[src/rtl/pec_pkg.sv]
// Shared widths and Q12 constants for the power easing curve block.
`default_nettype none

package pec_pkg;

	localparam int TIME_W  = 16;
	localparam int POWER_W = 4;
	localparam int Q_W     = 13;
	localparam int Q_SHIFT = 12;

	localparam logic [Q_W-1:0] Q_ONE  = Q_W'('h1000);
	localparam logic [Q_W-1:0] Q_HALF = Q_W'('h800);

	// quotient of the ratio divide; the second half of ease-in-out can reach 2 * Q_ONE
	localparam int QUO_W = Q_W + 1;

	// digit-serial multiplier geometry
	localparam int DIGIT_W = 8;
	localparam int NDIG    = (Q_W + DIGIT_W - 1) / DIGIT_W;
	localparam int MUL_W   = NDIG * DIGIT_W;
	localparam int ACC_W   = Q_W + MUL_W;

endpackage

`default_nettype wire

[src/rtl/pec_in_if.sv]
// Input channel: one curve request word per handshake.
`default_nettype none

interface pec_in_if;

	logic                              valid;
	logic                              ready;
	logic                              mode;
	logic [pec_pkg::TIME_W-1:0]        elapsed;
	logic [pec_pkg::TIME_W-1:0]        duration;
	logic [pec_pkg::POWER_W-1:0]       power;

	modport source (output valid, mode, elapsed, duration, power, input ready);
	modport sink   (input valid, mode, elapsed, duration, power, output ready);

endinterface

`default_nettype wire

[src/rtl/pec_out_if.sv]
// Output channel: one eased progress word per handshake.
`default_nettype none

interface pec_out_if;

	logic                      valid;
	logic                      ready;
	logic [pec_pkg::Q_W-1:0]   progress;
	logic                      range_error;

	modport source (output valid, progress, range_error, input ready);
	modport sink   (input valid, progress, range_error, output ready);

endinterface

`default_nettype wire

[src/rtl/pec_div.sv]
// Bit-serial restoring divider: quotient of (num << 12) / den, one bit per cycle.
`default_nettype none

module pec_div (
	input  wire logic                          clk,
	input  wire logic                          arst_n,
	input  wire logic                          start,
	input  wire logic [pec_pkg::TIME_W-1:0]    num,
	input  wire logic [pec_pkg::TIME_W-1:0]    den,
	output logic                               done,
	output logic [pec_pkg::QUO_W-1:0]          quo
);

	localparam int PRE   = pec_pkg::QUO_W - pec_pkg::Q_SHIFT;
	localparam int CNT_W = $clog2(pec_pkg::QUO_W + 1);

	logic                          busy_q;
	logic                          done_q;
	logic [CNT_W-1:0]              cnt_q;
	logic [pec_pkg::TIME_W-1:0]    rem_q;
	logic [pec_pkg::TIME_W-1:0]    den_q;
	logic [pec_pkg::QUO_W-1:0]     low_q;
	logic [pec_pkg::QUO_W-1:0]     quo_q;

	logic [pec_pkg::TIME_W:0]      trial;
	logic [pec_pkg::TIME_W:0]      diff;
	logic                          ge;

	always_comb begin
		trial = {rem_q, low_q[pec_pkg::QUO_W-1]};
		diff  = trial - {1'b0, den_q};
		ge    = trial >= {1'b0, den_q};
	end

	always_ff @(posedge clk or negedge arst_n) begin
		if (!arst_n) begin
			busy_q <= 1'b0;
			done_q <= 1'b0;
			cnt_q  <= '0;
			rem_q  <= '0;
			den_q  <= '0;
			low_q  <= '0;
			quo_q  <= '0;
		end else begin
			done_q <= 1'b0;
			if (start) begin
				busy_q <= 1'b1;
				cnt_q  <= CNT_W'(pec_pkg::QUO_W);
				rem_q  <= num >> PRE;
				den_q  <= den;
				low_q  <= {num[PRE-1:0], {pec_pkg::Q_SHIFT{1'b0}}};
			end else if (busy_q) begin
				rem_q <= ge ? diff[pec_pkg::TIME_W-1:0] : trial[pec_pkg::TIME_W-1:0];
				quo_q <= {quo_q[pec_pkg::QUO_W-2:0], ge};
				low_q <= low_q << 1;
				cnt_q <= cnt_q - CNT_W'(1);
				if (cnt_q == CNT_W'(1)) begin
					busy_q <= 1'b0;
					done_q <= 1'b1;
				end
			end
		end
	end

	assign done = done_q;
	assign quo  = quo_q;

	a_rem_below_den: assert property (@(posedge clk) disable iff (!arst_n)
		busy_q |-> rem_q < den_q)
		else $error("divider remainder not below divisor");

endmodule

`default_nettype wire

[src/rtl/pec_mul.sv]
// Digit-serial Q12 multiplier: (a * b) >> 12, one 8-bit digit of b per cycle.
`default_nettype none

module pec_mul (
	input  wire logic                       clk,
	input  wire logic                       arst_n,
	input  wire logic                       start,
	input  wire logic [pec_pkg::Q_W-1:0]    a,
	input  wire logic [pec_pkg::Q_W-1:0]    b,
	output logic                            done,
	output logic [pec_pkg::Q_W-1:0]         prod
);

	localparam int PP_W  = pec_pkg::Q_W + pec_pkg::DIGIT_W;
	localparam int CNT_W = (pec_pkg::NDIG > 1) ? $clog2(pec_pkg::NDIG) : 1;

	logic                          busy_q;
	logic                          done_q;
	logic [CNT_W-1:0]              cnt_q;
	logic [pec_pkg::Q_W-1:0]       a_q;
	logic [pec_pkg::MUL_W-1:0]     b_sh_q;
	logic [pec_pkg::ACC_W-1:0]     acc_q;

	logic [pec_pkg::Q_W-1:0]       a_op;
	logic [pec_pkg::MUL_W-1:0]     b_pad;
	logic [pec_pkg::DIGIT_W-1:0]   dig;
	logic [pec_pkg::ACC_W-1:0]     acc_in;
	logic [PP_W-1:0]               pp;
	logic [pec_pkg::ACC_W-1:0]     acc_nx;

	always_comb begin
		b_pad  = pec_pkg::MUL_W'(b);
		a_op   = start ? a : a_q;
		dig    = start ? b_pad[pec_pkg::DIGIT_W-1:0] : b_sh_q[pec_pkg::DIGIT_W-1:0];
		acc_in = start ? '0 : acc_q;
		pp     = PP_W'(a_op) * PP_W'(dig);
		acc_nx = (acc_in >> pec_pkg::DIGIT_W)
			+ (pec_pkg::ACC_W'(pp) << (pec_pkg::MUL_W - pec_pkg::DIGIT_W));
	end

	always_ff @(posedge clk or negedge arst_n) begin
		if (!arst_n) begin
			busy_q <= 1'b0;
			done_q <= 1'b0;
			cnt_q  <= '0;
			a_q    <= '0;
			b_sh_q <= '0;
			acc_q  <= '0;
		end else begin
			done_q <= 1'b0;
			if (start) begin
				a_q    <= a;
				b_sh_q <= b_pad >> pec_pkg::DIGIT_W;
				acc_q  <= acc_nx;
				if (pec_pkg::NDIG == 1) begin
					done_q <= 1'b1;
				end else begin
					busy_q <= 1'b1;
					cnt_q  <= CNT_W'(pec_pkg::NDIG - 1);
				end
			end else if (busy_q) begin
				acc_q  <= acc_nx;
				b_sh_q <= b_sh_q >> pec_pkg::DIGIT_W;
				cnt_q  <= cnt_q - CNT_W'(1);
				if (cnt_q == CNT_W'(1)) begin
					busy_q <= 1'b0;
					done_q <= 1'b1;
				end
			end
		end
	end

	assign done = done_q;
	assign prod = acc_q[pec_pkg::Q_SHIFT +: pec_pkg::Q_W];

endmodule

`default_nettype wire

[src/rtl/power_easing_curve_q12.sv]
// Top level of the power easing curve: request decode, sequencer and result register.
`default_nettype none

// Evaluates polynomial easing in Q12 (4096 = complete): linear when power is 0,
// ease-out in mode 0, ease-in-out in mode 1, with exponent power + 1. One request
// is worked at a time. The ratio divide yields one quotient bit per cycle, and
// each of the power Q12 multiplies takes one 8-bit digit of the base per cycle.
// Requests that set range_error (zero divisor or elapsed beyond duration) return
// 4096. The result register lets the next request be accepted while a finished
// result still waits on the output.
module power_easing_curve_q12 #(
	parameter int MAX_POWER  = 15,
	parameter int TIME_WIDTH = 16
) (
	input  wire logic   clk,
	input  wire logic   arst_n,
	pec_in_if.sink      sample,
	pec_out_if.source   result
);

	localparam int TW = (TIME_WIDTH < pec_pkg::TIME_W) ? TIME_WIDTH : pec_pkg::TIME_W;
	localparam logic [pec_pkg::TIME_W-1:0] TIME_MASK =
		pec_pkg::TIME_W'((64'd1 << TW) - 64'd1);
	localparam logic [pec_pkg::POWER_W-1:0] POW_CAP =
		(MAX_POWER >= (1 << pec_pkg::POWER_W) - 1) ? '1 : pec_pkg::POWER_W'(MAX_POWER);

	typedef enum logic [1:0] {
		S_IDLE,
		S_DIV,
		S_MUL,
		S_OUT
	} state_t;

	typedef enum logic [1:0] {
		C_LINEAR,
		C_OUT,
		C_IN_LO,
		C_IN_HI
	} curve_t;

	state_t                          state_q;
	curve_t                          curve_q;
	logic [pec_pkg::POWER_W-1:0]     steps_q;
	logic [pec_pkg::Q_W-1:0]         base_q;
	logic [pec_pkg::Q_W-1:0]         pend_prog_q;
	logic                            pend_err_q;
	logic                            out_valid_q;
	logic [pec_pkg::Q_W-1:0]         progress_q;
	logic                            range_error_q;

	logic                            accept;
	logic                            load_out;
	logic [pec_pkg::TIME_W-1:0]      e_m;
	logic [pec_pkg::TIME_W-1:0]      d_m;
	logic [pec_pkg::TIME_W-1:0]      half;
	logic [pec_pkg::TIME_W-1:0]      den;
	logic [pec_pkg::TIME_W-1:0]      num;
	logic [pec_pkg::POWER_W-1:0]     pw;
	logic                            split;
	logic                            upper;
	logic                            err;
	curve_t                          curve_s;

	logic                            div_done;
	logic [pec_pkg::QUO_W-1:0]       div_quo;
	logic [pec_pkg::QUO_W-1:0]       fold_s;
	logic [pec_pkg::Q_W-1:0]         base_s;

	logic                            mul_start;
	logic [pec_pkg::Q_W-1:0]         mul_a;
	logic [pec_pkg::Q_W-1:0]         mul_b;
	logic                            mul_done;
	logic [pec_pkg::Q_W-1:0]         mul_prod;
	logic [pec_pkg::Q_W-1:0]         rest;
	logic [pec_pkg::Q_W-1:0]         fin_s;

	assign sample.ready = (state_q == S_IDLE);
	assign accept       = sample.valid && sample.ready;
	assign load_out     = (state_q == S_OUT) && (!out_valid_q || result.ready);

	always_comb begin
		e_m   = sample.elapsed & TIME_MASK;
		d_m   = sample.duration & TIME_MASK;
		pw    = (sample.power > POW_CAP) ? POW_CAP : sample.power;
		half  = d_m >> 1;
		split = sample.mode && (pw != '0);
		den   = split ? half : d_m;
		err   = (e_m > d_m) || (den == '0);
		upper = split && (e_m >= half);
		num   = upper ? e_m - half : e_m;
		if (pw == '0) begin
			curve_s = C_LINEAR;
		end else if (!sample.mode) begin
			curve_s = C_OUT;
		end else if (upper) begin
			curve_s = C_IN_HI;
		end else begin
			curve_s = C_IN_LO;
		end
	end

	pec_div u_div (
		.clk    (clk),
		.arst_n (arst_n),
		.start  (accept && !err),
		.num    (num),
		.den    (den),
		.done   (div_done),
		.quo    (div_quo)
	);

	always_comb begin
		fold_s = (div_quo > pec_pkg::QUO_W'(pec_pkg::Q_ONE))
			? div_quo - pec_pkg::QUO_W'(pec_pkg::Q_ONE)
			: pec_pkg::QUO_W'(pec_pkg::Q_ONE) - div_quo;
		base_s = (curve_q == C_IN_LO) ? div_quo[pec_pkg::Q_W-1:0] : fold_s[pec_pkg::Q_W-1:0];
	end

	always_comb begin
		mul_start = ((state_q == S_DIV) && div_done && (curve_q != C_LINEAR))
			|| ((state_q == S_MUL) && mul_done && (steps_q != pec_pkg::POWER_W'(1)));
		mul_a     = (state_q == S_DIV) ? base_s : mul_prod;
		mul_b     = (state_q == S_DIV) ? base_s : base_q;
	end

	pec_mul u_mul (
		.clk    (clk),
		.arst_n (arst_n),
		.start  (mul_start),
		.a      (mul_a),
		.b      (mul_b),
		.done   (mul_done),
		.prod   (mul_prod)
	);

	always_comb begin
		rest = pec_pkg::Q_ONE - mul_prod;
		unique case (curve_q)
			C_OUT:   fin_s = rest;
			C_IN_LO: fin_s = mul_prod >> 1;
			C_IN_HI: fin_s = (rest >> 1) + pec_pkg::Q_HALF;
			default: fin_s = mul_prod;
		endcase
	end

	always_ff @(posedge clk or negedge arst_n) begin
		if (!arst_n) begin
			state_q       <= S_IDLE;
			curve_q       <= C_LINEAR;
			steps_q       <= '0;
			base_q        <= '0;
			pend_prog_q   <= '0;
			pend_err_q    <= 1'b0;
			out_valid_q   <= 1'b0;
			progress_q    <= '0;
			range_error_q <= 1'b0;
		end else begin
			if (load_out) begin
				out_valid_q <= 1'b1;
			end else if (out_valid_q && result.ready) begin
				out_valid_q <= 1'b0;
			end
			unique case (state_q)
				S_IDLE: begin
					if (accept) begin
						curve_q <= curve_s;
						steps_q <= pw;
						if (err) begin
							pend_prog_q <= pec_pkg::Q_ONE;
							pend_err_q  <= 1'b1;
							state_q     <= S_OUT;
						end else begin
							pend_err_q <= 1'b0;
							state_q    <= S_DIV;
						end
					end
				end
				S_DIV: begin
					if (div_done) begin
						if (curve_q == C_LINEAR) begin
							pend_prog_q <= div_quo[pec_pkg::Q_W-1:0];
							state_q     <= S_OUT;
						end else begin
							base_q  <= base_s;
							state_q <= S_MUL;
						end
					end
				end
				S_MUL: begin
					if (mul_done) begin
						if (steps_q == pec_pkg::POWER_W'(1)) begin
							pend_prog_q <= fin_s;
							state_q     <= S_OUT;
						end else begin
							steps_q <= steps_q - pec_pkg::POWER_W'(1);
						end
					end
				end
				S_OUT: begin
					if (load_out) begin
						progress_q    <= pend_prog_q;
						range_error_q <= pend_err_q;
						state_q       <= S_IDLE;
					end
				end
				default: state_q <= S_IDLE;
			endcase
		end
	end

	assign result.valid       = out_valid_q;
	assign result.progress    = progress_q;
	assign result.range_error = range_error_q;

	a_progress_bound: assert property (@(posedge clk) disable iff (!arst_n)
		out_valid_q |-> progress_q <= pec_pkg::Q_ONE)
		else $error("progress above Q12 one");

	a_error_full: assert property (@(posedge clk) disable iff (!arst_n)
		out_valid_q && range_error_q |-> progress_q == pec_pkg::Q_ONE)
		else $error("range error without full progress");

	a_div_done_state: assert property (@(posedge clk) disable iff (!arst_n)
		div_done |-> state_q == S_DIV)
		else $error("divider finished outside divide phase");

	a_mul_done_state: assert property (@(posedge clk) disable iff (!arst_n)
		mul_done |-> state_q == S_MUL)
		else $error("multiplier finished outside power phase");

	a_mul_operands: assert property (@(posedge clk) disable iff (!arst_n)
		state_q == S_MUL |-> (base_q <= pec_pkg::Q_ONE) && (steps_q != '0))
		else $error("power phase with bad base or step count");

endmodule

`default_nettype wire

[src/flat_wrapper.sv]
// flat-port wrapper written by rule: the top's interface ports become plain ports
module power_easing_curve_q12_flat 
#(
	parameter int MAX_POWER  = 15,
	parameter int TIME_WIDTH = 16
)
  (clk, arst_n, sample_valid, sample_mode, sample_elapsed, sample_duration, sample_power, sample_ready, result_valid, result_progress, result_range_error, result_ready);
  pec_in_if sample_i ();
  pec_out_if result_i ();
  input  wire logic clk;
  input  wire logic arst_n;
  input wire logic [$bits(sample_i.valid)-1:0] sample_valid;
  input wire logic [$bits(sample_i.mode)-1:0] sample_mode;
  input wire logic [$bits(sample_i.elapsed)-1:0] sample_elapsed;
  input wire logic [$bits(sample_i.duration)-1:0] sample_duration;
  input wire logic [$bits(sample_i.power)-1:0] sample_power;
  output wire logic [$bits(sample_i.ready)-1:0] sample_ready;
  output wire logic [$bits(result_i.valid)-1:0] result_valid;
  output wire logic [$bits(result_i.progress)-1:0] result_progress;
  output wire logic [$bits(result_i.range_error)-1:0] result_range_error;
  input wire logic [$bits(result_i.ready)-1:0] result_ready;
  assign sample_i.valid = sample_valid;
  assign sample_i.mode = sample_mode;
  assign sample_i.elapsed = sample_elapsed;
  assign sample_i.duration = sample_duration;
  assign sample_i.power = sample_power;
  assign sample_ready = sample_i.ready;
  assign result_valid = result_i.valid;
  assign result_progress = result_i.progress;
  assign result_range_error = result_i.range_error;
  assign result_i.ready = result_ready;
  power_easing_curve_q12 #(.MAX_POWER(MAX_POWER), .TIME_WIDTH(TIME_WIDTH)) u_core (.clk(clk), .arst_n(arst_n), .sample(sample_i), .result(result_i));
endmodule
[config.mk]
export PLATFORM = sky130hd
export DESIGN_NAME = power_easing_curve_q12_flat
export DESIGN_NICKNAME = d
export VERILOG_FILES = /design/src/rtl/pec_pkg.sv /design/src/rtl/pec_in_if.sv /design/src/rtl/pec_out_if.sv /design/src/rtl/pec_div.sv /design/src/rtl/pec_mul.sv /design/src/rtl/power_easing_curve_q12.sv /design/src/flat_wrapper.sv
export SDC_FILE = /design/constraint.sdc
export NUM_CORES = 1
export LEC_CHECK = 0
export BUFFER_PORTS_ARGS = -buffer_cell sky130_fd_sc_hd__clkbuf_2
export CAP_MARGIN = 20
export CORE_MARGIN = 10
export CORE_UTILIZATION = 64
export DETAILED_ROUTE_END_ITERATION = 16
export PLACE_DENSITY = 0.9
export SLEW_MARGIN = 10
export SYNTH_ARGS = -nofsm -noshare
export SYNTH_HDL_FRONTEND = slang
export SYNTH_SLANG_ARGS = --single-unit
[constraint.sdc]
create_clock -name clk -period 9.07 [get_ports clk]
set_input_delay 1.814 -clock clk [delete_from_list [all_inputs] [get_ports clk]]
set_output_delay 1.814 -clock clk [all_outputs]
set_load 0.05 [all_outputs]
After elaboration in Yosys (flattened, before gate mapping)
Index checks and enable logic that the tools add are counted.
- register bits after elaboration: 177
- input bits: 41
- output and inout bits: 16
- logic and storage cells: 151
- $add $sub $neg: 10
- multipliers: 1
- order comparisons: 5
- eq/ne operators: 17
- mux-type cells: 61
- bitwise logic cells: 2
- reduce and logical (&&, ||, !) cells: 33
- operators by type and width (cell ; number):
    two-way mux 13 bit ; 11
    two-way mux 16 bit ; 7
    two-way mux 29 bit ; 3
    case mux 13 bit (3 select lines) ; 2
    adder 21 x 29 -> 29 bit ; 1
    two-way mux 14 bit ; 2
    subtractor 13 bit (first input constant) ; 2
    two-way mux 4 bit ; 6
    multiplier 13 x 8 -> 21 bit ; 1
    two-way mux 1 bit ; 19
    greater-or-equal comparator 17 x 16 -> 1 bit ; 1
    greater-or-equal comparator 16 x 15 -> 1 bit ; 1
    greater-than comparator 16 bit ; 1
    logical NOT 16 bit ; 1
    two-way mux 2 bit ; 8
    subtractor 16 x 15 -> 16 bit ; 1
    subtractor 16 bit ; 1
    greater-than comparator 14 x 13 -> 1 bit (second input constant) ; 1
    != test 2 bit (second input constant) ; 7
    adder 12 x 12 -> 13 bit (second input constant) ; 1
    subtractor 13 bit (second input constant) ; 1
    logical AND 1 bit ; 10
    nonzero test 2 bit ; 5
    == test 2 bit (second input constant) ; 4
    other kinds (22) ; 32

Depth between registers and ports, before layout
- depth in word-level cells: 11
- mapped depth: 38

Modules after synthesis
A second synthesis with hierarchy kept.
- cells, all modules: 1596
- area, all modules: 13573.0 um^2
- by module, submodules not included (module ; times used ; cells each ; area each (um^2)):
    pec_mul ; 1 ; 634 ; 5539.1
    power_easing_curve_q12 ; 1 ; 604 ; 4823.4
    pec_div ; 1 ; 358 ; 3210.6

Worst setup path before layout
Ideal clock, no wire load.
- path type: flip-flop to flip-flop
- start: register u_core.u_div.quo_q (netlist bit u_core.u_div.quo[7])
- end: register u_core.u_mul.acc_q[27] (netlist bit)
- setup time: 125 ps
- data arrival time: 7576 ps
- data required time: 8945 ps
- path slack: 1369 ps
- cell stages (with the launch flop): 34
- buffers on the path: 2
- period minus slack after synthesis: 7701 ps
- path through: dfrtp_1 buf_2 or4_1 or3_1 a211oi_2 buf_4 mux2i_1 and2_1 a211oi_1 a21oi_1 or2_2 fa_1 fa_1 inv_1 fa_1 inv_1 fa_1 inv_1 ha_1 o21ai_0 nor2_1 o21a_1 nor2_1 o21bai_1 a21oi_1 xnor2_1 ha_1 nand4_1 nor4b_2 o21ai_0 nor4_1 nor3b_1 xnor2_1 mux2_2
- longest elaborated chain between the ends: 9
- RTL lines (what ; RTL line ; text):
    start, declared ; pec_div.sv:23 ; logic [pec_pkg::QUO_W-1:0] quo_q;
    start signal, assigned ; pec_div.sv:54 ; quo_q <= {quo_q[pec_pkg::QUO_W-2:0], ge};
    subtractor 13 bit (tied with other cells) ; power_easing_curve_q12.sv:115 ; : pec_pkg::QUO_W'(pec_pkg::Q_ONE) - div_quo;
    two-way mux 13 bit ; power_easing_curve_q12.sv:114 ; ? div_quo - pec_pkg::QUO_W'(pec_pkg::Q_ONE)
    two-way mux 13 bit (*) ; power_easing_curve_q12.sv:116 ; base_s = (curve_q == C_IN_LO) ? div_quo[pec_pkg::Q_W-1:0] : fold_s[pec_pkg::Q_W-1:0];
    two-way mux 13 bit (on tied branches) ; power_easing_curve_q12.sv:122, power_easing_curve_q12.sv:123 ;
    two-way mux 13 bit / two-way mux 8 bit (equally long branches) ; pec_mul.sv:33, pec_mul.sv:34 ;
    multiplier 13 x 8 -> 21 bit (*) ; pec_mul.sv:36 ; pp = PP_W'(a_op) * PP_W'(dig);
    adder 21 x 29 -> 29 bit (*) ; pec_mul.sv:38 ; + (pec_pkg::ACC_W'(pp) << (pec_pkg::MUL_W - pec_pkg::DIGIT_W));
    two-way mux 29 bit ; pec_mul.sv:61 ; end else if (busy_q) begin
    two-way mux 29 bit (*) ; pec_mul.sv:51 ; if (start) begin
    end signal, assigned ; pec_mul.sv:54 ; acc_q <= acc_nx;
    end signal, assigned ; pec_mul.sv:62 ; acc_q <= acc_nx;
    end, declared ; pec_mul.sv:22 ; logic [pec_pkg::ACC_W-1:0] acc_q;
Every way passes the cells marked *; elsewhere a longest branch is shown, timed or not. The select of a mux whose other input is x is not followed.
A chain may end at the register's enable or synchronous reset.

Worst setup path in the final report
- start: register u_core.u_div.quo_q (netlist bit u_core.u_div.quo[0])
- end: register u_core.u_mul.acc_q[27] (netlist bit)
Same word-level chain as after synthesis.

==> impl_metrics.prom <==
# TYPE chip_impl_metric gauge
chip_impl_info{name="clk_root_buffer_cell",value="clkbuf_16"} 1
chip_impl_metric{name="crit_path_max_fanout",unit=""} 9
chip_impl_info{name="synthTopCellsByArea",value="dfrtp_1, ha_1, fa_1"} 1
chip_impl_info{name="start_to_end_type_of_the_worst_setup_path",value="reg2reg"} 1
chip_impl_info{name="main_combinational_cell_family_by_area_after_synthesis",value="adder cells"} 1
chip_impl_metric{name="via_count_of_the_first_global_routing_pass",unit=""} 11600
chip_impl_metric{name="combPwrFrac",unit=""} 0.541
chip_impl_info{name="most_common_cell_after_layout_fill_and_taps_aside",value="nor2_1"} 1
chip_impl_metric{name="peakVddDrop",unit="V"} 0.000153
chip_impl_metric{name="arrival",unit="ns"} 8.78
chip_impl_metric{name="power_frac_clock",unit=""} 0.176
chip_impl_metric{name="die-width",unit="um"} 162
chip_impl_metric{name="leakagePower",unit="uW"} 0.00679
chip_impl_info{name="crit_path_end_kind",value="register"} 1
chip_impl_metric{name="routabilityCongestion",unit=""} 0.930
chip_impl_metric{name="drtAntennaViolNets",unit=""} 0
chip_impl_metric{name="max_slew.worst_pin.slew",unit="ns"} 1.13
chip_impl_metric{name="number_of_h_tree_levels",unit=""} 4
chip_impl_metric{name="power.share.sequential",unit=""} 0.283
chip_impl_info{name="path_common_cell",value="inv_1"} 1
chip_impl_metric{name="wire_length_of_the_first_global_routing_pass",unit="um"} 56000
chip_impl_metric{name="timing.critical_path.required",unit="ns"} 9.39
chip_impl_metric{name="die-area",unit="sq mm"} 0.0264
chip_impl_metric{name="internal_power",unit="uW"} 2070
chip_impl_info{name="final_cell_mix",value="nor2_1, inv_1, dfrtp_1"} 1
chip_impl_metric{name="clk-insertion-delay-late",unit="ns"} 0.44
chip_impl_metric{name="postSynthCellCount",unit=""} 1551
chip_impl_metric{name="pwr_density_cell",unit="mW/mm^2"} 273
chip_impl_metric{name="hold-worst-slack",unit="ns"} 0.479
chip_impl_info{name="timing.critical_path.slowest_stage_cell",value="a21oi_1"} 1
chip_impl_metric{name="muxShareOfSynthArea",unit=""} 0.0399
chip_impl_metric{name="place_area",unit="sq mm"} 0.0135
chip_impl_metric{name="synth_fa_ha_area_frac",unit=""} 0.211
chip_impl_metric{name="maximum_achievable_frequency",unit="MHz"} 118
chip_impl_metric{name="core_area",unit="sq mm"} 0.0201
chip_impl_metric{name="route.detailed.wl_per_inst",unit="um"} 18.0
chip_impl_metric{name="fin_crit",unit="ns"} 8.46
chip_impl_metric{name="ys_types",unit=""} 67
chip_impl_metric{name="clkSlewWorstSetupHoldPaths",unit="ns"} 0.06
chip_impl_metric{name="post_cts.repair.setup_buffers",unit=""} 0
chip_impl_metric{name="antenna_found_initial",unit=""} 0
chip_impl_metric{name="max_stage_delay",unit="ns"} 0.70
chip_impl_metric{name="net-switching-power",unit="uW"} 1770
chip_impl_metric{name="power.switching_fraction",unit=""} 0.461
chip_impl_metric{name="dieHeight",unit="um"} 162
chip_impl_metric{name="drtIter0Drc",unit=""} 1114
chip_impl_metric{name="timing.max_cap.violations",unit=""} 0
chip_impl_metric{name="yosys_warnings",unit=""} 0
chip_impl_metric{name="asyncSetResetFlopFracSynth",unit=""} 1.00
chip_impl_metric{name="cts_sink_cnt",unit=""} 142
chip_impl_metric{name="synthXorXnorAreaFrac",unit=""} 0.0479
chip_impl_metric{name="area_fraction_in_and_or_nand_and_nor_cells_after_synthesis",unit=""} 0.175
chip_impl_metric{name="slew-limit-headroom",unit=""} 0.250
chip_impl_metric{name="area_growth",unit="%"} 8.43
chip_impl_metric{name="drt-vias-per-instance",unit=""} 6.10
chip_impl_info{name="tritoncts_clock_tree",value="built"} 1
chip_impl_metric{name="route.vias.total",unit=""} 11400
chip_impl_metric{name="initial_core_util",unit=""} 0.646
chip_impl_metric{name="complex_gate_fraction_of_the_synthesized_area",unit=""} 0.181
chip_impl_metric{name="r2r_cells",unit=""} 35
chip_impl_metric{name="n_antenna_cell",unit=""} 0
chip_impl_metric{name="detailed_place_hpwl",unit="um"} 25100
chip_impl_metric{name="synth.ff_latch_count",unit=""} 142
chip_impl_metric{name="synthesis.area",unit="sq mm"} 0.0130
chip_impl_metric{name="period_share",unit=""} 0.933
chip_impl_metric{name="finalInstanceArea",unit="sq mm"} 0.0141
chip_impl_metric{name="timing.hold.worst_path_depth",unit=""} 2
chip_impl_info{name="rsz0062_at_grt",value="false"} 1
chip_impl_info{name="post-synth-top-area-cell",value="dfrtp_1"} 1
chip_impl_metric{name="grt_max_degree",unit=""} 87
chip_impl_metric{name="ys_seq_area_frac",unit=""} 0.274
chip_impl_info{name="run_status",value="finished clean"} 1
chip_impl_metric{name="synthDominantCellAreaShare",unit=""} 0.274
chip_impl_metric{name="finalHoldViolations",unit=""} 0
chip_impl_metric{name="cts_max_path_buffers",unit=""} 2
chip_impl_metric{name="numCtsBuffers",unit=""} 17
chip_impl_info{name="critical_path.startpoint_type",value="register"} 1
chip_impl_metric{name="fill_cells",unit=""} 1467
chip_impl_metric{name="fp-row-count",unit=""} 52
chip_impl_metric{name="fin_setup_tns",unit="ns"} 0
chip_impl_info{name="synth_top_flop_cell",value="dfrtp_1"} 1
chip_impl_metric{name="final_setup_violations",unit=""} 0
chip_impl_metric{name="port-buffer-count",unit=""} 56
chip_impl_metric{name="final_layout_size_suffix_gt1_frac",unit=""} 0.102
chip_impl_metric{name="drc",unit=""} 0
chip_impl_metric{name="final.setup_skew",unit="ns"} 0.0126
chip_impl_metric{name="drt-total-wl",unit="um"} 33600
chip_impl_metric{name="cts_hold_repair.buffers",unit=""} 0
chip_impl_metric{name="residual_overflow_from_global_routing",unit=""} 0
chip_impl_metric{name="edff_count_synth",unit=""} 0
chip_impl_metric{name="timing_max_transition_violations_final",unit=""} 0
chip_impl_metric{name="ios",unit=""} 57
chip_impl_metric{name="combined_global_route_utilization_of_all_metal_layers",unit=""} 0.258
chip_impl_metric{name="synth.avg_cell_area",unit="sq um"} 8.37
chip_impl_metric{name="drt_pre_antenna_iters",unit=""} 6
chip_impl_info{name="hold_wc_path_type",value="reg2reg"} 1
chip_impl_metric{name="final_net_count",unit=""} 1799
chip_impl_metric{name="synthesis.nets",unit=""} 1770
==> cell families (layout without fill, tap and decap cells) <==
group / Yosys count / after routing
AOI/OAI and AO/OA: 378 / 378
xor gates and xnor gates: 71 / 71
adders and majority gates: 178 / 178
buffers and inverters: 243 / 284
DFF: 142 / 142
muxes: 48 / 48
and+or+nand+nor: 491 / 491
==> power by group through the flow <==
stage | clock [uW] | combinational, uW | sequential (uW)
finish | 675 | 2080 | 1090
global route | 707 | 2320 | 1120
CTS | 675 | 2060 | 1080
detailed placement | 0 | 2030 | 1090
global placement | 0 | 1930 | 1070
floorplan | 0 | 1530 | 1110
==> metal layers <==
metal	track usage	share of wire	wire (um)	vias to the layer above
met5	0	0	0	-
met4	0.0988	0.034	1130	0
met3	0.0609	0.082	2770	108
met2	0.430	0.48	16300	514
met1	0.319	0.40	13400	5398
li1	-	-	-	5345
==> per-stage QoR <==
step	power, uW	std cells	utilization	setup WS (ns)
floorplan	2640	1551	-	1.37
global placement	3000	1831	0.672	0.991
detailed placement	3120	1831	0.672	0.714
CTS	3810	1862	0.700	0.665
global route	4140	1862	0.700	0.0308
finish	3840	1862	0.700	0.608
==> registers in the layout (all words and copies together), names as in the netlist, 2 cells and up <==
signal	cells
u_core.pend_prog_q	13
u_core.u_div.rem_q	16
u_core.curve_q	2
u_core.base_q	13
u_core.u_mul.acc_q	17
u_core.result.progress	13
u_core.u_div.cnt_q	4
u_core.u_mul.a_q	13
u_core.u_mul.b_sh_q	5
u_core.u_div.low_q	2
u_core.u_div.den_q	16
u_core.state_q	2
u_core.steps_q	4
u_core.u_div.quo	14
==> final timing paths <==
| kind | start | endpoint | slack (ns) |
|---|---|---|---|
| hold / removal | u_core.base_q[9]$_DFFE_PN0P_ | u_core.base_q[9]$_DFFE_PN0P_ | 0.48 |
| min in group asynchronous | arst_n | u_core.result.progress[7]$_DFFE_PN0P_ | 1.46 |
| hold reg to reg | u_core.base_q[9]$_DFFE_PN0P_ | u_core.base_q[9]$_DFFE_PN0P_ | 0.48 |
| setup reg to reg | u_core.u_div.quo[0]$_DFFE_PN0P_ | u_core.u_mul.acc_q[27]$_DFFE_PN0P_ | 0.61 |
| setup / recovery | u_core.u_div.quo[0]$_DFFE_PN0P_ | u_core.u_mul.acc_q[27]$_DFFE_PN0P_ | 0.61 |
| max in group asynchronous | arst_n | u_core.u_div.quo[2]$_DFFE_PN0P_ | 6.33 |
==> timing repair <==
action / in CTS / in global routing
endpoints found under the hold margin: 0 / 0
gates resized for setup: 0 / 3
setup endpoints to repair: 0 / 2
==> layout make-up <==
class                           instances  area (sq um)  share of cell area
Timing Repair Buffer                   78           452              0.0321
Clock inverter                         12           114             0.00809
Multi-Input combinational cell       1166          8520               0.605
Clock buffer                           19           443              0.0315
Tap cell                              270           338              0.0240
Sequential cell                       142          3550               0.252
Inverter                              175           657              0.0467
==> cells in the mapped netlist (22+ instances only) <==
master and count:
nor2_1 193, inv_1 174, dfrtp_1 142, a21oi_1 114
nand2_1 113, ha_1 110, o21ai_0 102, fa_1 68
clkbuf_1 54, xnor2_1 36, xor2_1 35, mux2_2 30
nand3_1 30, nor3_1 27, nand2b_1 26, a211oi_1 23
and2_1 22
==> critical path, delay by kind of cell (launching register included) <==
family                     cells  cell delay [ns]
adders and majority gates      7             2.94
muxes                          1             0.26
DFF                            1             0.40
AOI/OAI and AO/OA              9             1.92
xor gates and xnor gates       3             0.43
and+or+nand+nor               10             2.07
buffers and inverters          5             0.34
Note: power is estimated with default switching activity, not from simulation.
